--- src/rtl/register_vm_instruction_executor_assert.svh ---
// Assertion macros shared by the register machine executor RTL.
// Each macro expects signals named clk and arst_n in the scope where it is used.
`ifndef REGISTER_VM_INSTRUCTION_EXECUTOR_ASSERT_SVH
`define REGISTER_VM_INSTRUCTION_EXECUTOR_ASSERT_SVH

// The condition holds at every clock edge outside reset.
`define RVM_EXEC_ASSERT_ALWAYS(label, cond, msg) \
	label: assert property (@(posedge clk) disable iff (!arst_n) (cond)) else $error(msg);

// The consequent holds in the same cycle as the antecedent.
`define RVM_EXEC_ASSERT_IMP(label, ante, cons, msg) \
	label: assert property (@(posedge clk) disable iff (!arst_n) (ante) |-> (cons)) \
		else $error(msg);

// The consequent holds in the cycle after the antecedent.
`define RVM_EXEC_ASSERT_NEXT(label, ante, cons, msg) \
	label: assert property (@(posedge clk) disable iff (!arst_n) (ante) |=> (cons)) \
		else $error(msg);

`endif

--- src/rtl/rvm_exec_pkg.sv ---
// Types and constants of the register machine executor.
// Depends on nothing; the RTL modules of the block refer to it by scoped names.
package rvm_exec_pkg;

	localparam logic [7:0] OP_MOV     = 8'd30;
	localparam logic [7:0] OP_MOVR    = 8'd31;
	localparam logic [7:0] OP_PUSH    = 8'd32;
	localparam logic [7:0] OP_POP     = 8'd33;
	localparam logic [7:0] OP_CMD     = 8'd34;
	localparam logic [7:0] OP_ADD     = 8'd35;
	localparam logic [7:0] OP_ADDR    = 8'd36;
	localparam logic [7:0] OP_SUB     = 8'd37;
	localparam logic [7:0] OP_SUBR    = 8'd38;
	localparam logic [7:0] OP_JUMP    = 8'd39;
	localparam logic [7:0] OP_JNZ     = 8'd40;
	localparam logic [7:0] OP_LESS    = 8'd41;
	localparam logic [7:0] OP_GREATER = 8'd42;
	localparam logic [7:0] OP_EQUAL   = 8'd43;
	localparam logic [7:0] OP_STORE   = 8'd44;
	localparam logic [7:0] OP_LOAD    = 8'd45;

	localparam logic [2:0] ERR_OK    = 3'd0;
	localparam logic [2:0] ERR_REG   = 3'd1;
	localparam logic [2:0] ERR_OVER  = 3'd2;
	localparam logic [2:0] ERR_UNDER = 3'd3;
	localparam logic [2:0] ERR_ADDR  = 3'd4;

	localparam int unsigned WORD_W = 32;

	// Where the register write data of an instruction comes from.
	typedef enum logic [1:0] {
		WB_ALU   = 2'd0,
		WB_STACK = 2'd1,
		WB_MEM   = 2'd2
	} wb_src_t;

	typedef struct packed {
		logic [7:0]               action;
		logic signed [WORD_W-1:0] first_operand;
		logic signed [WORD_W-1:0] second_operand;
	} instr_t;

	typedef struct packed {
		logic                     jump_taken;
		logic signed [WORD_W-1:0] jump_target;
		logic                     command_valid;
		logic signed [WORD_W-1:0] command_code;
		logic                     condition_flag;
		logic [2:0]               error_code;
	} result_t;

endpackage

--- src/rtl/rvm_exec_ram.sv ---
// Simple dual-port synchronous RAM: one write port, one read port, registered read data.
// Used for the value stack and the data memory; depends on rvm_exec_pkg for the word width.
module rvm_exec_ram #(
	parameter int unsigned DEPTH = 16,
	localparam int unsigned AW = $clog2(DEPTH)
) (
	input  logic                             clk,
	input  logic                             wr_en,
	input  logic [AW-1:0]                    wr_addr,
	input  logic [rvm_exec_pkg::WORD_W-1:0]  wr_data,
	input  logic                             rd_en,
	input  logic [AW-1:0]                    rd_addr,
	output logic [rvm_exec_pkg::WORD_W-1:0]  rd_data
);

	logic [rvm_exec_pkg::WORD_W-1:0] mem [DEPTH];

	always_ff @(posedge clk) begin
		if (wr_en) begin
			mem[wr_addr] <= wr_data;
		end
		if (rd_en) begin
			rd_data <= mem[rd_addr];
		end
	end

endmodule

--- config.mk ---
export PLATFORM = sky130hd
export DESIGN_NAME = rvm_exec_ram
export DESIGN_NICKNAME = d
export VERILOG_FILES = /design/src/rtl/register_vm_instruction_executor_assert.svh /design/src/rtl/rvm_exec_pkg.sv /design/src/rtl/rvm_exec_ram.sv
export SDC_FILE = /design/constraint.sdc
export NUM_CORES = 1
export LEC_CHECK = 0
export BUFFER_PORTS_ARGS = -buffer_cell sky130_fd_sc_hd__buf_2
export CAP_MARGIN = 20
export CORE_MARGIN = 2
export CORE_UTILIZATION = 69
export CTS_BUF_LIST = sky130_fd_sc_hd__clkbuf_2 sky130_fd_sc_hd__clkbuf_4 sky130_fd_sc_hd__clkbuf_8
export DETAILED_ROUTE_END_ITERATION = 6
export PLACE_DENSITY = 0.88
export SETUP_SLACK_MARGIN = 0.2
export SYNTH_ARGS = -nofsm -noshare
export SYNTH_HDL_FRONTEND = slang
export SYNTH_SLANG_ARGS = --single-unit
--- constraint.sdc ---
create_clock -name clk -period 8.52 [get_ports clk]
set_clock_uncertainty 0.2 [all_clocks]
set_input_delay 2.13 -clock clk [delete_from_list [all_inputs] [get_ports clk]]
set_output_delay 2.13 -clock clk [all_outputs]
set_load 0.03 [all_outputs]
* Word-level counts from Yosys, hierarchy flattened
Memories as Yosys holds them, arrays and structs flattened. A register that Yosys moved wholly into a read port is not among the register bits.
Cells that the tools add are included.
** Cells by class
- Add/sub/neg operators :: 0
- Multipliers :: 0
- Divide/modulo/power cells :: 0
- Magnitude comparators :: 0
- Equal/unequal tests :: 0
- Shift operators :: 0
- Muxes and demuxes :: 2
- Bitwise logic cells :: 0
- Reduce and logical (&&, ||, !) cells :: 0
** Operator list (number)
- 1-bit two-way mux :: 2
** Word-level totals
- Flip-flop bits (word level) :: 0
- Bits in latches :: 0
- RAM bits :: 512
- Bits in read-only memories :: 0
- Input bits :: 43
- Output and inout bits :: 32
- Logic and storage cells :: 3
- Memories :: 1
** Memory list
- mem :: words 16, width 32, read ports 1, clocked after Yosys merged registers in 1, wr ports 1, line rvm_exec_ram.sv:16 : logic [rvm_exec_pkg::WORD_W-1:0] mem [DEPTH];

* Longest topological paths before layout
Gate-level depths: netlist of the first run.
- Depth after elaboration :: 2
- Depth in mapped cells :: 5
- Depth with buffers taken out :: 3

* Worst setup path before layout of the first run
No wires, ideal clock.
- Path kind :: input -> register
- Start point :: in wr_addr[2]
- End point :: mem mem[0][0] in the netlist's numbering, enable pin
- Setup time :: 461 ps
- Data arrival time :: 4848 ps
- Data required time :: 7859 ps
- Setup slack :: 3010 ps
- Stages on the path :: 2
- Buffers on the path :: 0
- Path through :: or3b_2 > nor3_1
** RTL lines
- start: declaration :: line rvm_exec_ram.sv:9 : input logic [AW-1:0] wr_addr,
- end: declaration :: line rvm_exec_ram.sv:16
Straight into the memory's write port.

==> results of run 1 <==
## metrics by stage
stage | area [sq um] | utilization
3_5_place_dp | 21100 | 0.734
4_1_cts | 22600 | 0.785
5_1_grt | 22600 | 0.786
2_1_floorplan | 20200 | -
6_report | 22600 | 0.786
3_3_place_gp | 21100 | 0.734
## per-layer routing
layer | global-route usage | up-vias
li1 | - | 3883
met1 | 0.379 | 4800
met2 | 0.477 | 635
met3 | 0.0742 | 123
met4 | 0.110 | 2
met5 | 0 | -
## power breakdown
group | leakage, nW | internal [W] | switching, W
sequential | 4.94 | 0.00302 | 0.0000194
combinational | 1.55 | 0.000102 | 0.000174
clock | 0.781 | 0.00104 | 0.000932
## sequential cells by signal, indices dropped and copies added (netlist names)
register and cells:
mem 512, rd_data 32
## worst paths after layout
| check | startpoint | to | slack (ns) |
|---|---|---|---|
| max | rd_addr[0] | rd_data[12] | 4.23 |
| min | mem[15][26] | rd_data[26] | 0.54 |
| max reg2reg | mem[15][19] | rd_data[19] | 6.81 |
| min reg2reg | mem[15][26] | rd_data[26] | 0.54 |
## area by class of cell
class / instances / area share
Antenna cell: 3 / 0.000332
Clock buffer: 107 / 0.0585
Clock inverter: 28 / 0.00714
Multi-Input combinational cell: 251 / 0.166
Sequential cell: 544 / 0.722
Tap cell: 384 / 0.0212
Timing Repair Buffer: 97 / 0.0248
## critical path, stage by stage
cell	delay, ns
clkbuf_8	0.53
buf_4	0.76
mux4_2	0.61
a22oi_1	0.24
nand2_1	0.08
## cells in the final DEF (no fill, tap or decap)
| cell | count |
|---|---|
| diode_2 | 3 |
| nor2b_4 | 2 |
| nand2b_1 | 2 |
| or3b_2 | 1 |
| and2_2 | 1 |
| clkbuf_4 | 24 |
| clkinvlp_4 | 2 |
| clkinv_1 | 18 |
| nor3_2 | 4 |
| mux4_2 | 128 |
| nand2_1 | 33 |
| nand3_1 | 1 |
| a22oi_1 | 64 |
| nand3b_1 | 2 |
| inv_8 | 1 |
| buf_4 | 23 |
| nor2_4 | 13 |
| clkinv_2 | 4 |
| bufinv_16 | 1 |
| edfxtp_1 | 544 |
| inv_6 | 2 |
| clkbuf_8 | 85 |
| buf_2 | 72 |
## cells by family (layout without fill, tap and decap cells)
group	Yosys count	count (layout)	synth area share
and+or+nand+nor	59	59	0.0125
DFF	544	544	0.810
AOI/OAI and AO/OA	64	64	0.0238
buffers and inverters	43	232	0.0110
muxes	128	128	0.143
other	0	3	0
==> flow_summary.ini, run 1 <==
[status]
outcome = finished clean

[critical_path]
endpoint_kind = flop
start_kind = input port
cp_max_fo = 55
critPathKind = in -> reg
arrival_ns = 4.44
required_ns = 8.67
rr_worst_depth = 3

[global_routing]
grt_use_total = 0.289
antenna_found_initial = 3
grt_pass1_vias = 9900
grt_max_degree = 74
grt_pass1_wl_microns = 62300
overflow = 0

[die]
core_area_sq_um = 28800
die_w_microns = 175
start_util = 0.701
die_y_microns = 175
io_pins = 75
rows = 62
dieArea_sq_um = 30600

[synthesis]
synth.area.top_cells = edfxtp_1 81%, mux4_2 14%, a22oi_1 2.4%, nand2_1 0.61%, buf_4 0.41%
synth.top_cell.area_share = 0.810
netlist_instances = 838
synth_common_cells = 544 x edfxtp_1, 128 x mux4_2, 64 x a22oi_1, 33 x nand2_1, 17 x clkbuf_1
yosysWarnings = 0
synth_seq_area_share = 0.810
avgSynthCellArea_sq_um = 24.1
ys.flop_type = edfxtp_1
synth.most_common_cell = edfxtp_1
synth_seq_cells = 544
yosys.area.top_type = edfxtp_1
async_flop_share = 0
synth.distinct_cells = 17
synth-edff-count = 544
synth.cell_area_sq_um = 20200
synth_nets = 881

[placed_design]
dp_hpwl_microns = 20700
gp_congestion = 0.720
portBuffers = 74
pre_cts_ws_ns = 3.54
place_inst = 1275

[worst_hold_path]
hold_path_class = reg -> reg
hold_depth = 3

[layout]
area.growth.synth_to_final_pct = 12.1
fin_nets = 1019
final_cell_count_no_fill = 1414
fill_cells = 1306
regArea_sq_um = 16300
drive_gt1_frac = 0.353
multiInputGateArea_sq_um = 3750

[clocking]
clock_path_buffers = 3
cts.clk_slew.worst_paths_ns = 0.06
worstSkewPairLatency_ns = 0.62
numCtsBuffers = 82
cts-root-buf = clkbuf_8
cts_tree = done
cts_htree_levels = 3
cts_setup_buffers = 0
ctsResizeCount = 0
cts_hold_buffers = 0
clock_sinks = 544

[power]
p_total_w = 0.00528
vdd_drop_max_mv = 0.139
p_per_area_nw_per_um2 = 233
p_leak_nw = 7.28

[sta]
post-route-period-util = 0.504
finalWorstSetupSlack_ns = 4.23
tns_ns = 0
report.final.slew_viol_count = 0
hold_viol_final = 0
clock.fmax_mhz = 233
min_period_ns = 4.29
setup_viol = 0
whs_ns = 0.544
worstMarginPinSlew_ns = 1.14
rsz0062_at_grt = false
max_slew_margin = 0.241

[run]
max_cap_violations = 0

[route]
met3_length_microns = 4350
vias = 9443
avgViaCountPerCell = 6.68
drc = 0
ant_nets = 0
wirelength_microns = 42600
met2_length_microns = 22200
wl_per_cell_microns = 30.1
drt_iter0_markers = 1428
met1_length_microns = 14700
dr.pass1.iters = 6
routed.top_layer = met5
No activity file was read; power rests on OpenSTA's default activity.
==> run 2, diff against run 1 <==
--- a/config.mk
+++ b/config.mk
@@ -8,10 +8,10 @@
 export BUFFER_PORTS_ARGS = -buffer_cell sky130_fd_sc_hd__buf_2
 export CAP_MARGIN = 20
 export CORE_MARGIN = 2
-export CORE_UTILIZATION = 69
+export CORE_UTILIZATION = 64
 export CTS_BUF_LIST = sky130_fd_sc_hd__clkbuf_2 sky130_fd_sc_hd__clkbuf_4 sky130_fd_sc_hd__clkbuf_8
 export DETAILED_ROUTE_END_ITERATION = 6
-export PLACE_DENSITY = 0.88
+export PLACE_DENSITY = 0.82
 export SETUP_SLACK_MARGIN = 0.2
 export SYNTH_ARGS = -nofsm -noshare
 export SYNTH_HDL_FRONTEND = slang
==> constraint.sdc (replaced) <==
create_clock -name clk -period 4 [get_ports clk]
set_clock_uncertainty 0.2 [all_clocks]
set_input_delay 1 -clock clk [delete_from_list [all_inputs] [get_ports clk]]
set_output_delay 1 -clock clk [all_outputs]
set_load 0.03 [all_outputs]
==> run 2 against run 1 <==
Via count grew 0.93%. Clock-buffer cell count grew 5. Core utilization shrank 5.3 points. Flip-flop and latch count is the same. Global-route usage shrank 2.6 points.
==> flow_summary.ini, run 2 (synthesis gave the netlist of run 1 again) <==
[layout]
drive_gt1_frac = 0.368
largest_register = mem
reg.largest.list = mem: 512 flops, rd_data: 32 flops
largest_register_ffs = 512
area.growth.synth_to_final_pct = 13.8
layout_common_cells = 544 x edfxtp_1, 128 x mux4_2, 87 x clkbuf_8
fin_area_sq_um = 23000
fin_nets = 1037
finalCoreUtilization = 0.733
final_common_cell = edfxtp_1

[route]
wirelength_microns = 42000
dr.pass1.iters = 7
wl_per_cell_microns = 28.9
avgViaCountPerCell = 6.55
drt_iter0_markers = 1052
ant_nets = 0
met1_length_microns = 15700
drc = 0
vias = 9531
routed.top_layer = met5
met3_length_microns = 3480
met2_length_microns = 21500

[global_routing]
grt_max_degree = 41
overflow = 0
grt_pass1_wl_microns = 62000
grt_pass1_vias = 10081
grt_use_total = 0.263
antenna_found_initial = 2

[clocking]
ctsResizeCount = 0
clock_sinks = 544
worstSkewPairLatency_ns = 0.61
cts.clk_slew.worst_paths_ns = 0.06
cts_tree = done
cts-root-buf = clkbuf_8
cts_htree_levels = 3
cts_setup_buffers = 0
numCtsBuffers = 83
clock_path_buffers = 3
cts_hold_buffers = 0

[status]
outcome = finished clean

[critical_path]
arrival_ns = 2.67
cp_max_fo = 40
critPathKind = in -> reg
start_kind = input port
required_ns = 4.15
endpoint_kind = flop

[sta]
min_period_ns = 2.52
clock.fmax_mhz = 397
rsz0062_at_grt = false
report.final.slew_viol_count = 0
max_slew_margin = 0.268
tns_ns = 0
hold_viol_final = 0
worstMarginPinSlew_ns = 1.10
post-route-period-util = 0.630
setup_viol = 0
whs_ns = 0.542

[worst_hold_path]
hold_path_class = reg -> reg

[die]
die_w_microns = 182
io_pins = 75
rows = 65
start_util = 0.644
dieArea_sq_um = 33000
die_y_microns = 182
core_area_sq_um = 31300

[placed_design]
post_dp_cell_area_sq_um = 21400
gp_congestion = 0.729
dp_hpwl_microns = 22700
portBuffers = 74

[power]
p_per_area_nw_per_um2 = 495
p_leak_nw = 7.45
vdd_drop_max_mv = 0.316

[run]
max_cap_violations = 0
run 2: cell count changes in the layout (fill, tap and decap cells not counted), sizes merged:
cell    before  now
buf         95  113
diode        3    1
clkinv      22   27
inv          3    2
clkbuf     109  113
run 2: path summary, 6_finish.rpt:
path,slack (ns),cells past startpoint,to,startpoint
hold / removal,0.54,3,rd_data[4],mem[15][4]
hold reg to reg,0.54,3,rd_data[4],mem[15][4]
setup / recovery,1.48,5,rd_data[27],rd_addr[0]
setup reg to reg,2.30,3,rd_data[26],mem[11][26]
run 2: metal layers:
layer  up-vias  track usage
li1       3938            -
met1      4930        0.355
met2       563        0.434
met3        98       0.0493
met4         2        0.108
met5         -            0
run 2: per-stage QoR:
step / instances / power (W) / setup WS, ns
3_3_place_gp: 1311 / 0.00717 / 0.841
4_1_cts: 1455 / 0.0114 / 1.45
2_1_floorplan: 838 / 0.00693 / 0.492
3_5_place_dp: 1311 / 0.00719 / 0.821
5_1_grt: 1456 / 0.0117 / 1.33
6_report: 1456 / 0.0114 / 1.48
run 2: critical path, stage by stage:
cell      delay (ns)
clkbuf_8        0.43
buf_12          0.33
mux4_2          0.54
a22oi_1         0.25
nand2_1         0.07
run 2: cell type report:
type | instances | area (sq um)
sequential | 544 | 16300
fill | 1661 | 8360
multi-input combinational | 251 | 3770
clock buffer | 112 | 1380
timing repair buffer | 114 | 782
tap | 402 | 503
clock inverter | 32 | 176
antenna | 1 | 2.50
run 2: where the power goes:
group | internal (W) | total, W | switching [W] | leakage, nW
logic | 0.000231 | 0.000611 | 0.000379 | 1.68
registers | 0.00643 | 0.00646 | 0.0000380 | 4.94
clock network | 0.00230 | 0.00429 | 0.00199 | 0.824
total | 0.00895 | 0.0114 | 0.00241 | 7.45
