===== src/rtl/register_vm_instruction_executor_assert.svh =====
// Assertion macros shared by the register machine executor RTL.
// Each macro expects signals named clk and arst_n in the scope where it is used.
`ifndef REGISTER_VM_INSTRUCTION_EXECUTOR_ASSERT_SVH
`define REGISTER_VM_INSTRUCTION_EXECUTOR_ASSERT_SVH

// The condition holds at every clock edge outside reset.
`define RVM_EXEC_ASSERT_ALWAYS(label, cond, msg) \
	label: assert property (@(posedge clk) disable iff (!arst_n) (cond)) else $error(msg);

// The consequent holds in the same cycle as the antecedent.
`define RVM_EXEC_ASSERT_IMP(label, ante, cons, msg) \
	label: assert property (@(posedge clk) disable iff (!arst_n) (ante) |-> (cons)) \
		else $error(msg);

// The consequent holds in the cycle after the antecedent.
`define RVM_EXEC_ASSERT_NEXT(label, ante, cons, msg) \
	label: assert property (@(posedge clk) disable iff (!arst_n) (ante) |=> (cons)) \
		else $error(msg);

`endif


===== src/rtl/rvm_exec_pkg.sv =====
// Types and constants of the register machine executor.
// Depends on nothing; the RTL modules of the block refer to it by scoped names.
package rvm_exec_pkg;

	localparam logic [7:0] OP_MOV     = 8'd30;
	localparam logic [7:0] OP_MOVR    = 8'd31;
	localparam logic [7:0] OP_PUSH    = 8'd32;
	localparam logic [7:0] OP_POP     = 8'd33;
	localparam logic [7:0] OP_CMD     = 8'd34;
	localparam logic [7:0] OP_ADD     = 8'd35;
	localparam logic [7:0] OP_ADDR    = 8'd36;
	localparam logic [7:0] OP_SUB     = 8'd37;
	localparam logic [7:0] OP_SUBR    = 8'd38;
	localparam logic [7:0] OP_JUMP    = 8'd39;
	localparam logic [7:0] OP_JNZ     = 8'd40;
	localparam logic [7:0] OP_LESS    = 8'd41;
	localparam logic [7:0] OP_GREATER = 8'd42;
	localparam logic [7:0] OP_EQUAL   = 8'd43;
	localparam logic [7:0] OP_STORE   = 8'd44;
	localparam logic [7:0] OP_LOAD    = 8'd45;

	localparam logic [2:0] ERR_OK    = 3'd0;
	localparam logic [2:0] ERR_REG   = 3'd1;
	localparam logic [2:0] ERR_OVER  = 3'd2;
	localparam logic [2:0] ERR_UNDER = 3'd3;
	localparam logic [2:0] ERR_ADDR  = 3'd4;

	localparam int unsigned WORD_W = 32;

	// Where the register write data of an instruction comes from.
	typedef enum logic [1:0] {
		WB_ALU   = 2'd0,
		WB_STACK = 2'd1,
		WB_MEM   = 2'd2
	} wb_src_t;

	typedef struct packed {
		logic [7:0]               action;
		logic signed [WORD_W-1:0] first_operand;
		logic signed [WORD_W-1:0] second_operand;
	} instr_t;

	typedef struct packed {
		logic                     jump_taken;
		logic signed [WORD_W-1:0] jump_target;
		logic                     command_valid;
		logic signed [WORD_W-1:0] command_code;
		logic                     condition_flag;
		logic [2:0]               error_code;
	} result_t;

endpackage


===== src/rtl/rvm_exec_regfile.sv =====
// Register file RAM with two read ports and one write port, reads registered.
// Per-entry valid bits make never-written registers read as zero; uses rvm_exec_pkg.
module rvm_exec_regfile #(
	parameter int unsigned REG_COUNT = 16,
	localparam int unsigned RIW = $clog2(REG_COUNT)
) (
	input  logic                             clk,
	input  logic                             arst_n,
	input  logic                             rd_en,
	input  logic [RIW-1:0]                   rd_addr_a,
	input  logic [RIW-1:0]                   rd_addr_b,
	output logic [rvm_exec_pkg::WORD_W-1:0]  rd_data_a,
	output logic [rvm_exec_pkg::WORD_W-1:0]  rd_data_b,
	input  logic                             wr_en,
	input  logic [RIW-1:0]                   wr_addr,
	input  logic [rvm_exec_pkg::WORD_W-1:0]  wr_data
);

	logic [rvm_exec_pkg::WORD_W-1:0] mem [REG_COUNT];
	logic [REG_COUNT-1:0]            valid_q;

	always_ff @(posedge clk or negedge arst_n) begin
		if (!arst_n) begin
			valid_q <= '0;
		end else if (wr_en) begin
			valid_q[wr_addr] <= 1'b1;
		end
	end

	// A read at the address being written returns the old contents.
	always_ff @(posedge clk) begin
		if (wr_en) begin
			mem[wr_addr] <= wr_data;
		end
		if (rd_en) begin
			rd_data_a <= valid_q[rd_addr_a] ? mem[rd_addr_a] : '0;
			rd_data_b <= valid_q[rd_addr_b] ? mem[rd_addr_b] : '0;
		end
	end

endmodule


===== config.mk =====
export PLATFORM = sky130hd
export DESIGN_NAME = rvm_exec_regfile
export DESIGN_NICKNAME = d
export VERILOG_FILES = /design/src/rtl/register_vm_instruction_executor_assert.svh /design/src/rtl/rvm_exec_pkg.sv /design/src/rtl/rvm_exec_regfile.sv
export SDC_FILE = /design/constraint.sdc
export NUM_CORES = 1
export LEC_CHECK = 0
export CAP_MARGIN = 40
export CORE_AREA = 10 10 289 360
export CTS_CLUSTER_DIAMETER = 120
export DETAILED_ROUTE_END_ITERATION = 7
export DIE_AREA = 0 0 299 370
export DONT_BUFFER_PORTS = 1
export HOLD_SLACK_MARGIN = 0.06
export MAX_ROUTING_LAYER = met4
export PLACE_DENSITY_LB_ADDON = 0.2
export SLEW_MARGIN = 5
export SYNTH_ARGS = -nofsm -noshare
export SYNTH_HDL_FRONTEND = slang
export SYNTH_SLANG_ARGS = --single-unit

===== constraint.sdc =====
create_clock -name clk -period 3.65 [get_ports clk]
set_input_delay 0.365 -clock clk [delete_from_list [all_inputs] [get_ports clk]]
set_output_delay 0.365 -clock clk [all_outputs]
set_load 0.05 [all_outputs]

== After elaboration in Yosys (flattened, before gate mapping) ==
Memories as Yosys holds them, arrays and structs flattened. A register that Yosys moved wholly into a read port is not among the register bits.
Index checks and enable logic that the tools add are counted.
Cells by class
  bitwise operators: 1
  multiplexer cells: 8
  reductions and logical operators: 3
  magnitude comparators: 4
Operator list (number)
  $or A16 B16 Y16: 1
  $lt A4 B5 Y1 const B: 3
  $bmux W1 S4: 2
  $mux W1: 5
  $demux W1 S4: 1
  $ge A4 B1 Y1 const B: 1
  $logic_not A1 Y1: 2
  $logic_and A1 B1 Y1: 1
Word-level totals
  flip-flop bits (word level): 16
  input port bits: 48
  output and inout bits: 64
  RAM bits: 512
  word-level logic and storage cells: 18
  memories kept: 1
Memories
  mem: words 16, bits a word 32, read ports 2, clocked after Yosys merged registers in 2, wr ports 1, line rvm_exec_regfile.sv:19  | logic [rvm_exec_pkg::WORD_W-1:0] mem [REG_COUNT];

== Depth between registers and ports, before layout ==
Gate-level depths: netlist of the first run.
  word-level depth: 5
  depth in mapped cells: 6
  depth with buffers taken out: 4

== Worst setup path before layout of the first run ==
No wires, ideal clock.
  path kind: input to register
  start point: in wr_addr[2]
  end point: mem mem[0][0] in the netlist's numbering (enable)
  setup slack: 74 ps
  stages on the path: 2
  buffers on the path: 0
  library setup time: 463 ps
  arrival: 3113 ps
  data required time: 3187 ps
  cells stage by stage: or3b_2 > nor3_1
RTL lines
  from (decl): line rvm_exec_regfile.sv:15  | input logic [RIW-1:0] wr_addr,
  to (decl): line rvm_exec_regfile.sv:19
No word-level cell before the write port.

== Worst setup path after layout of the first run ==
  start point: reg valid_q[13]
  end point: reg rd_data_a[16] in the netlist's numbering, read port of mem (data pin)
On the way
  longest elaborated chain between the ends: 3
Ends and longest elaborated chain
  from (decl): line rvm_exec_regfile.sv:20  | logic [REG_COUNT-1:0] valid_q;
  from (signal assigned): line rvm_exec_regfile.sv:24  | valid_q <= '0;
  from (signal, indexed assignment): line rvm_exec_regfile.sv:26  | valid_q[wr_addr] <= 1'b1;
  $bmux W1 S4: line rvm_exec_regfile.sv:36  | rd_data_a <= valid_q[rd_addr_a] ? mem[rd_addr_a] : '0;
  $mux W1 (implied by the code): line rvm_exec_regfile.sv:36
  $logic_not A1 Y1 (no line)
  to (decl): line rvm_exec_regfile.sv:12  | output logic [rvm_exec_pkg::WORD_W-1:0] rd_data_a,
Every way passes these cells. The select of a mux whose other input is x is not followed.
A chain may end at the register's enable or synchronous reset.

==> results.sh, run 1 <==
export IMPL_dp_slack_ps=1280
export IMPL_use_met3_pct=2.64
export IMPL_startpoint_type="flip-flop"
export IMPL_grt_pass1_vias=14100
export IMPL_cts_sinks=592
export IMPL_root_buffer="clkbuf_16"
export IMPL_wl_per_cell_um=30.3
export IMPL_clockBufferDepth=3
export IMPL_power_internal_w=0.0116
export IMPL_ys_seq_area_share_pct=68.2
export IMPL_nets=1276
export IMPL_start_util_pct=26.7
export IMPL_synth_nets=1245
export IMPL_setup_tns_ps=0
export IMPL_die_area_um2=111000
export IMPL_async_flop_share_pct=2.70
export IMPL_status="completed"
export IMPL_overflow=0
export IMPL_r2r_start="valid_q[13]"
export IMPL_drtAntennaViolNets=0
export IMPL_p_switching_w=0.00357
export IMPL_grtUsageMet2_pct=23.5
export IMPL_p_sw_share_pct=23.6
export IMPL_p_total_w=0.0151
export IMPL_hold_path_class="in2reg"
export IMPL_critical_path_max_fanout=18
export IMPL_timing_reg2reg_setup_slack_ps=1430
export IMPL_yosys_most_used_dff="edfxtp_1"
export IMPL_cts_repair_resized=0
export IMPL_finalMaxSlewViolations=0
export IMPL_min_period_ps=2220
export IMPL_drive_above_1_share_pct=34.6
export IMPL_max_vdd_ir_drop_mv=0.395
export IMPL_finalCritPeriodShare_pct=60.8
export IMPL_pwr_share_clk_pct=39.0
export IMPL_grt_pass1_wl_mm=110
export IMPL_netlist_area_leader_share_pct=66.6
export IMPL_rows=128
export IMPL_htreeDepth=2
export IMPL_drtIter0Drc=1243
export IMPL_final_cells=2572
export IMPL_finalHoldViolations=0
export IMPL_setup_worst_path_start="valid_q[13]"
export IMPL_nFillCells=9417
export IMPL_grt_max_degree=133
export IMPL_synth_common_cells="576 x edfxtp_1, 264 x mux4_2, 128 x a22oi_1, 44 x a21oi_1, 30 x buf_2"
export IMPL_yosysMostFrequentCell="edfxtp_1"
export IMPL_p_leak_nw=8.80
export IMPL_grt_use_met1_pct=18.2
export IMPL_io_pins=112
export IMPL_drtPass1Iterations=5
export IMPL_syn_area_um2=26000
export IMPL_crit_arrival_ps=2590
export IMPL_die_h_um=370
export IMPL_critical_path_endpoint="rd_data_a[16]"
export IMPL_r2r_end="rd_data_a[16]"
export IMPL_syn_avg_cell_area_um2=21.7
export IMPL_maxSlewHeadroom_pct=42.4
export IMPL_pwr_density_cell_nw_per_um2=511
export IMPL_synthTopCellsByArea="edfxtp_1 67%, mux4_2 23%, a22oi_1 3.7%, dfrtp_1 1.5%, a21oi_1 0.85%"
export IMPL_dp_cells=2432
export IMPL_r2r_cells=5
export IMPL_sequentialPowerShare_pct=53.9
export IMPL_required_ps=4020
export IMPL_synth_edf_count=576
export IMPL_antenna_found_initial=8
export IMPL_clk_pin_slew_ps=70
export IMPL_fin_skew_ps=16.7
export IMPL_rsz0062_at_grt="no"
export IMPL_clk_insertion_delay_late_ps=640
export IMPL_postCtsSetupBuffers=0
export IMPL_yosys_cell_types_count=27
export IMPL_viasPerCell=5.10
export IMPL_hpwl_mm=39.8
export IMPL_tritoncts="yes"
export IMPL_gp_congestion=0.703
export IMPL_timing_hold_ws_ps=190
export IMPL_numPortBuffers=0
export IMPL_drv_cap=0
export IMPL_ys_ff_latch=592
export IMPL_end_kind="flip-flop"
export IMPL_drc=0
export IMPL_hold_buffers=34
export IMPL_combinationalPowerShare_pct=7.2
export IMPL_yosys_warnings=0
export IMPL_worst_pin_slew_ps=863
export IMPL_route_vias_total=13100
export IMPL_busiest_layer="met2"
export IMPL_synthToLayoutAreaGrowth_pct=13.9
export IMPL_path_class="reg2reg"
export IMPL_coreArea_um2=97100
export IMPL_setup_slack_ps=1430
export IMPL_grtUsageTotal_pct=14.3
export IMPL_fmax_mhz=451
export IMPL_finalSetupViolCount=0
export IMPL_dieWidth_um=299
export IMPL_routed_wl_mm=77.9
export IMPL_numCtsBuffers=60
export IMPL_synthCells=1197
export IMPL_synth_top_area_cell="edfxtp_1"
## metrics by stage
| step | cell area (um2) | util (%) |
|---|---|---|
| floorplan | 26000 | - |
| global placement | 27400 | 28.2 |
| detailed placement | 27400 | 28.2 |
| CTS | 29600 | 30.5 |
| global route | 29600 | 30.5 |
| finish | 29600 | 30.5 |
## power groups by stage
| stage | Sequential (W) | Combinational, W | Clock [W] |
|---|---|---|---|
| after floorplan | 0.00821 | 0.000853 | 0 |
| after global placement | 0.00829 | 0.000951 | 0 |
| after detailed placement | 0.00830 | 0.000958 | 0 |
| after CTS | 0.00816 | 0.00110 | 0.00607 |
| after global routing | 0.00817 | 0.00115 | 0.00633 |
| final | 0.00815 | 0.00108 | 0.00590 |
## cells in the final DEF, fill, tap and decap left out, types with 16 or more instances in the layout
cell type	count
edfxtp_1	576
mux4_2	264
a22oi_1	128
clkbuf_16	61
a21oi_1	44
dlygate4sd3_1	33
buf_4	28
a21oi_2	20
or2_2	16
dfrtp_1	16
## routing by layer
layer	vias up	wire (um)	share of wire, %
met5	-	0	0
met4	0	1770	2.3
met3	96	3990	5.1
met2	407	39100	50
met1	7288	33000	42
li1	5338	-	-
## cell type report
| class | count | area [um2] | share of cell area (%) |
|---|---|---|---|
| Antenna cell | 5 | 12.5 | 0.0423 |
| Clock buffer | 74 | 1580 | 5.33 |
| Clock inverter | 27 | 231 | 0.783 |
| Multi-Input combinational cell | 509 | 7810 | 26.4 |
| Sequential cell | 592 | 17700 | 59.8 |
| Tap cell | 1300 | 1630 | 5.50 |
| Timing Repair Buffer | 65 | 628 | 2.12 |
## worst max-delay path, stage by stage, from the launching register on
cell	delay (ps)
dfrtp_1	390
mux4_2	490
a22o_4	290
nor2_8	430
buf_12	270
a21oi_1	70
## worst min path at each step
stage,start,to,cells after the start
after floorplan,arst_n,valid_q[0],0
after global placement,arst_n,valid_q[2],0
after detailed placement,arst_n,valid_q[3],0
after CTS,rd_addr_b[2],rd_data_b[28],3
after global routing,rd_en,rd_data_a[1],1
final,rd_en,rd_data_a[1],1
## registers in the layout, indices dropped and copies added, names as in the netlist
signal,cells
rd_data_a,32
rd_data_b,32
mem,512
valid_q,16
## cells by family (layout without fill, tap and decap cells)
| logic type | after synthesis | after routing | share of synthesized area, % |
|---|---|---|---|
| flip-flops | 592 | 592 | 68.2 |
| AND/OR/NAND/NOR | 49 | 49 | 1.14 |
| buffers and inverters | 96 | 166 | 2.37 |
| other | 0 | 5 | 0 |
| AO/OA/AOI/OAI | 196 | 196 | 5.43 |
| multiplexers | 264 | 264 | 22.9 |
No activity file was read; power rests on OpenSTA's default activity.
==> inputs of run 2 (changes only) <==
==> constraint.sdc (replaced) <==
create_clock -name clk -period 2.33 [get_ports clk]
set_input_delay 0.233 -clock clk [delete_from_list [all_inputs] [get_ports clk]]
set_output_delay 0.233 -clock clk [all_outputs]
set_load 0.05 [all_outputs]
==> run 2 against run 1 <==
Net effect: final area increased by 1.6%; largest cell class unchanged; worst setup slack got worse by 1100 ps; largest power group unchanged; register-to-register slack got worse by 1100 ps; routed wire length increased by 1.2%; total power increased by 59%; sequential share of layout area decreased by 0.92 points; cell count increased by 1.0%; die area unchanged.
==> results.sh, run 2 (synthesis results as in run 1) <==
export IMPL_synthToLayoutAreaGrowth_pct=15.7
export IMPL_hold_buffers=39
export IMPL_fin_skew_ps=15.0
export IMPL_cts_sinks=592
export IMPL_layout_common_cells="576 x edfxtp_1, 264 x mux4_2, 128 x a22oi_1"
export IMPL_clk_pin_slew_ps=70
export IMPL_end_kind="flip-flop"
export IMPL_p_leak_nw=8.97
export IMPL_combinationalPowerShare_pct=7.3
export IMPL_hpwl_mm=40.4
export IMPL_maxSlewHeadroom_pct=40.8
export IMPL_rows=128
export IMPL_sequentialPowerShare_pct=53.3
export IMPL_viasPerCell=5.10
export IMPL_p_switching_w=0.00568
export IMPL_finalSetupViolCount=0
export IMPL_startpoint_type="flip-flop"
export IMPL_hold_path_class="in2reg"
export IMPL_die_area_um2=111000
export IMPL_status="completed"
export IMPL_grt_pass1_vias=14400
export IMPL_min_period_ps=2010
export IMPL_pwr_share_clk_pct=39.4
export IMPL_worst_pin_slew_ps=885
export IMPL_required_ps=2710
export IMPL_stdcell_area_um2=30000
export IMPL_root_buffer="clkbuf_16"
export IMPL_regMostFlops="mem"
export IMPL_grtUsageTotal_pct=14.5
export IMPL_largest_registers="mem (512), rd_data_a (32), rd_data_b (32)"
export IMPL_die_h_um=370
export IMPL_routed_wl_mm=78.9
export IMPL_drc=0
export IMPL_start_util_pct=26.7
export IMPL_wl_per_cell_um=30.4
export IMPL_final_cells=2598
export IMPL_cts_repair_resized=0
export IMPL_numCtsBuffers=61
export IMPL_rsz0062_at_grt="no"
export IMPL_timing_hold_ws_ps=115
export IMPL_numPortBuffers=0
export IMPL_pwr_density_cell_nw_per_um2=799
export IMPL_drtIter0Drc=1112
export IMPL_postCtsSetupBuffers=0
export IMPL_layout_commonest_cell="edfxtp_1"
export IMPL_setup_slack_ps=325
export IMPL_dp_cells=2439
export IMPL_dieWidth_um=299
export IMPL_tritoncts="yes"
export IMPL_path_class="reg2reg"
export IMPL_crit_arrival_ps=2380
export IMPL_gp_congestion=0.699
export IMPL_coreArea_um2=97100
export IMPL_finalHoldViolations=0
export IMPL_drtPass1Iterations=5
export IMPL_largest_reg_flops=512
export IMPL_finalMaxSlewViolations=0
export IMPL_p_sw_share_pct=23.7
export IMPL_clk_insertion_delay_late_ps=630
export IMPL_dpl_cell_area_um2=27700
export IMPL_power_internal_w=0.0183
export IMPL_route_vias_total=13200
export IMPL_clockBufferDepth=3
export IMPL_grt_max_degree=133
export IMPL_drive_above_1_share_pct=34.7
export IMPL_fmax_mhz=499
export IMPL_htreeDepth=2
export IMPL_grt_pass1_wl_mm=111
export IMPL_antenna_found_initial=8
export IMPL_overflow=0
export IMPL_critical_path_max_fanout=14
export IMPL_drtAntennaViolNets=0
export IMPL_dp_slack_ps=322
export IMPL_nets=1289
export IMPL_utilization_pct=31.0
export IMPL_max_vdd_ir_drop_mv=0.567
export IMPL_io_pins=112
export IMPL_finalCritPeriodShare_pct=86.1
export IMPL_drv_cap=0
run 2: critical path, cell delays in order, from the launching register on:
cell and delay, ps:
dfrtp_1 390, mux4_2 480, a22o_4 290, nor2_8 270, buf_12 220, a21oi_1 70
run 2: power groups by stage:
stage / Sequential, W / Combinational, W / Clock, W
after global placement: 0.0130 / 0.00154 / 0
after CTS: 0.0128 / 0.00178 / 0.00979
after global routing: 0.0128 / 0.00186 / 0.0102
after detailed placement: 0.0130 / 0.00155 / 0
final: 0.0128 / 0.00175 / 0.00946
after floorplan: 0.0129 / 0.00134 / 0
run 2: path summary, 6_finish.rpt:
path	startpoint	endpoint	slack, ps	cells after the start
worst min register to register	valid_q[3]	valid_q[3]	490	1
worst max-delay path	valid_q[13]	rd_data_b[18]	320	5
worst max register to register	valid_q[13]	rd_data_b[18]	320	5
max in group asynchronous	arst_n	valid_q[9]	1610	1
min in group asynchronous	arst_n	valid_q[2]	170	1
worst min-delay path	rd_addr_a[0]	rd_data_a[4]	120	3
run 2: layout make-up:
cell class | count | area, um2
repair buffers | 77 | 968
well taps | 1300 | 1630
flip-flops and latches | 592 | 17700
fillers | 9387 | 67000
diodes | 8 | 20.0
clock inverters | 31 | 263
multi-input cells | 509 | 7830
clock buffers | 81 | 1630
run 2: metrics by stage:
step | total power, W | setup TNS [ps]
2_1_floorplan | 0.0142 | -24550
3_3_place_gp | 0.0145 | 0
3_5_place_dp | 0.0146 | 0
4_1_cts | 0.0244 | 0
5_1_grt | 0.0249 | 0
6_report | 0.0240 | 0
run 2: per-layer routing:
layer  global-route usage, %  share of wire (%)  up-vias
li1                        -                  -     5391
met1                    18.1                 41     7357
met2                    23.9                 51      397
met3                    3.20                6.5       92
met4                    3.43                1.8        0
met5                       -                  0        -
==> inputs of run 3 (changes only) <==
--- a/config.mk
+++ b/config.mk
@@ -6,10 +6,10 @@
 export NUM_CORES = 1
 export LEC_CHECK = 0
 export CAP_MARGIN = 40
-export CORE_AREA = 10 10 289 360
+export CORE_AREA = 10 10 198 246
 export CTS_CLUSTER_DIAMETER = 120
 export DETAILED_ROUTE_END_ITERATION = 7
-export DIE_AREA = 0 0 299 370
+export DIE_AREA = 0 0 208 256
 export DONT_BUFFER_PORTS = 1
 export HOLD_SLACK_MARGIN = 0.06
 export MAX_ROUTING_LAYER = met4
==> constraint.sdc (replaced) <==
create_clock -name clk -period 2.33 [get_ports clk]
set_input_delay 0.233 -clock clk [delete_from_list [all_inputs] [get_ports clk]]
set_output_delay 0.233 -clock clk [all_outputs]
set_load 0.02 [all_outputs]
==> run 3 against run 2 <==
Net effect: critical path depth unchanged; clock power shrank 4.2%; via count rose by 0.93%; final area shrank 3.7%; worst hold slack worse by 28 ps; combinational power is 5% lower; largest power group unchanged.
==> results.sh, run 3 (synthesis results as in run 1) <==
export IMPL_layout_common_cells="576 x edfxtp_1, 264 x mux4_2, 128 x a22oi_1"
export IMPL_largest_reg_flops=512
export IMPL_drtAntennaViolNets=0
export IMPL_dpl_cell_area_um2=26700
export IMPL_grt_max_degree=133
export IMPL_max_vdd_ir_drop_mv=0.537
export IMPL_fin_skew_ps=23.1
export IMPL_min_delay_path_depth=1
export IMPL_r2r_end="rd_data_a[20]"
export IMPL_slowest_delay_ps=480
export IMPL_clk_pin_slew_ps=60
export IMPL_start_util_pct=59.1
export IMPL_end_kind="flip-flop"
export IMPL_rsz0062_at_grt="no"
export IMPL_path_class="reg2reg"
export IMPL_regMostFlops="mem"
export IMPL_dieWidth_um=208
export IMPL_wl_per_cell_um=34.2
export IMPL_crit_arrival_ps=2370
export IMPL_tritoncts="yes"
export IMPL_io_pins=112
export IMPL_drtIter0Drc=1507
export IMPL_rows=86
export IMPL_die_h_um=256
export IMPL_hpwl_mm=31.2
export IMPL_setup_slack_ps=290
export IMPL_drc=0
export IMPL_dp_cells=1703
export IMPL_numPortBuffers=0
export IMPL_required_ps=2660
export IMPL_startpoint_type="flip-flop"
export IMPL_min_delay_start="rd_en"
export IMPL_htreeDepth=2
export IMPL_gp_congestion=0.727
export IMPL_slowest_stage="mux4_2"
export IMPL_grt_pass1_wl_mm=93.3
export IMPL_clockBufferDepth=3
export IMPL_maxSlewHeadroom_pct=46.9
export IMPL_min_period_ps=2040
export IMPL_numCtsBuffers=56
export IMPL_die_area_um2=53200
export IMPL_fmax_mhz=490
export IMPL_overflow=0
export IMPL_pwr_density_cell_nw_per_um2=802
export IMPL_largest_registers="mem (512), rd_data_a (32), rd_data_b (32)"
export IMPL_finalMaxSlewViolations=0
export IMPL_finalSetupViolCount=0
export IMPL_cp_buffers_inverters=1
export IMPL_p_leak_nw=8.87
export IMPL_timing_reg2reg_setup_slack_ps=290
export IMPL_drtPass1Iterations=5
export IMPL_final_cells=1847
export IMPL_r2r_start="valid_q[13]"
export IMPL_dp_slack_ps=294
export IMPL_clk_insertion_delay_late_ps=600
export IMPL_r2r_cells=5
export IMPL_path_delay_family="multiplexers"
export IMPL_routed_wl_mm=63.2
export IMPL_worst_pin_slew_ps=796
export IMPL_cts_sinks=592
export IMPL_hold_path_class="in2reg"
export IMPL_critical_path_max_fanout=13
export IMPL_grt_pass1_vias=14000
export IMPL_finalHoldViolations=0
export IMPL_drv_cap=0
export IMPL_drive_above_1_share_pct=34.8
export IMPL_finalCritPeriodShare_pct=87.5
export IMPL_viasPerCell=7.23
export IMPL_hold_end="rd_data_b[29]"
export IMPL_grtUsageTotal_pct=24.4
export IMPL_setup_worst_path_start="valid_q[13]"
export IMPL_worstPathCellList="mux4_2, a22o_4, nor2_8, buf_12, a21oi_1"
export IMPL_synthToLayoutAreaGrowth_pct=11.4
export IMPL_coreArea_um2=43900
export IMPL_root_buffer="clkbuf_16"
export IMPL_layout_commonest_cell="edfxtp_1"
export IMPL_stdcell_area_um2=28900
export IMPL_status="completed"
export IMPL_route_vias_total=13400
export IMPL_antenna_found_initial=3
export IMPL_nets=1274
[run 3: cell types whose count changed in the layout (fill, tap and decap cells not counted), moves of 3 or more]
cell,before,now
buf_4,16,10
clkbuf_1,18,11
clkbuf_16,62,57
clkinv_1,15,10
clkinv_2,9,12
clkinvlp_4,0,3
diode_2,8,3
[run 3: what timing repair did]
item,in CTS,in global routing
gates resized for setup,0,0
endpoints found under the hold margin,648,0
hold buffers,37,0
buffers inserted,0,0
[run 3: final cells by class]
cell class                 count  area [um2]
clock inverter                35         335
fill                        2811       15000
timing repair buffer          67         863
sequential                   592       17700
antenna                        3        7.51
multi-input combinational    509        7830
tap                          572         716
clock buffer                  69        1480
[run 3: power by group]
part / internal [W] / total, W / switching (W)
combinational: 0.000853 / 0.00167 / 0.000821
clock: 0.00518 / 0.00906 / 0.00388
sequential: 0.0121 / 0.0125 / 0.000355
total: 0.0181 / 0.0232 / 0.00506
[run 3: routing by layer]
metal  wire length [um]  part of all wire [%]  global-route usage [%]  up-vias
met5                  0                     0                       -        -
met4               1450                   2.3                    6.65        0
met3               6180                   9.8                    4.89      111
met2              32400                    51                    39.2      729
met1              23200                    37                    31.3     7178
li1                   -                     -                       -     5342
[run 3: worst max path at each step]
stage / endpoint / slack (ps) / cells past startpoint
6_report: rd_data_a[20] / 290 / 5
3_5_place_dp: rd_data_a[18] / 290 / 5
2_1_floorplan: mem[1][0] / -250 / 2
3_3_place_gp: rd_data_a[18] / 330 / 5
4_1_cts: rd_data_a[20] / 290 / 5
5_1_grt: rd_data_a[20] / 230 / 5
[run 3: metrics by stage]
stage          power (W)  setup TNS (ps)  hold slack (ps)  util, %
2_1_floorplan     0.0139          -24550            -62.6        -
3_3_place_gp      0.0141               0            -60.8     60.9
3_5_place_dp      0.0142               0            -60.9     60.9
4_1_cts           0.0233               0             77.9     65.9
5_1_grt           0.0239               0             77.9     65.9
6_report          0.0232               0             87.4     65.9
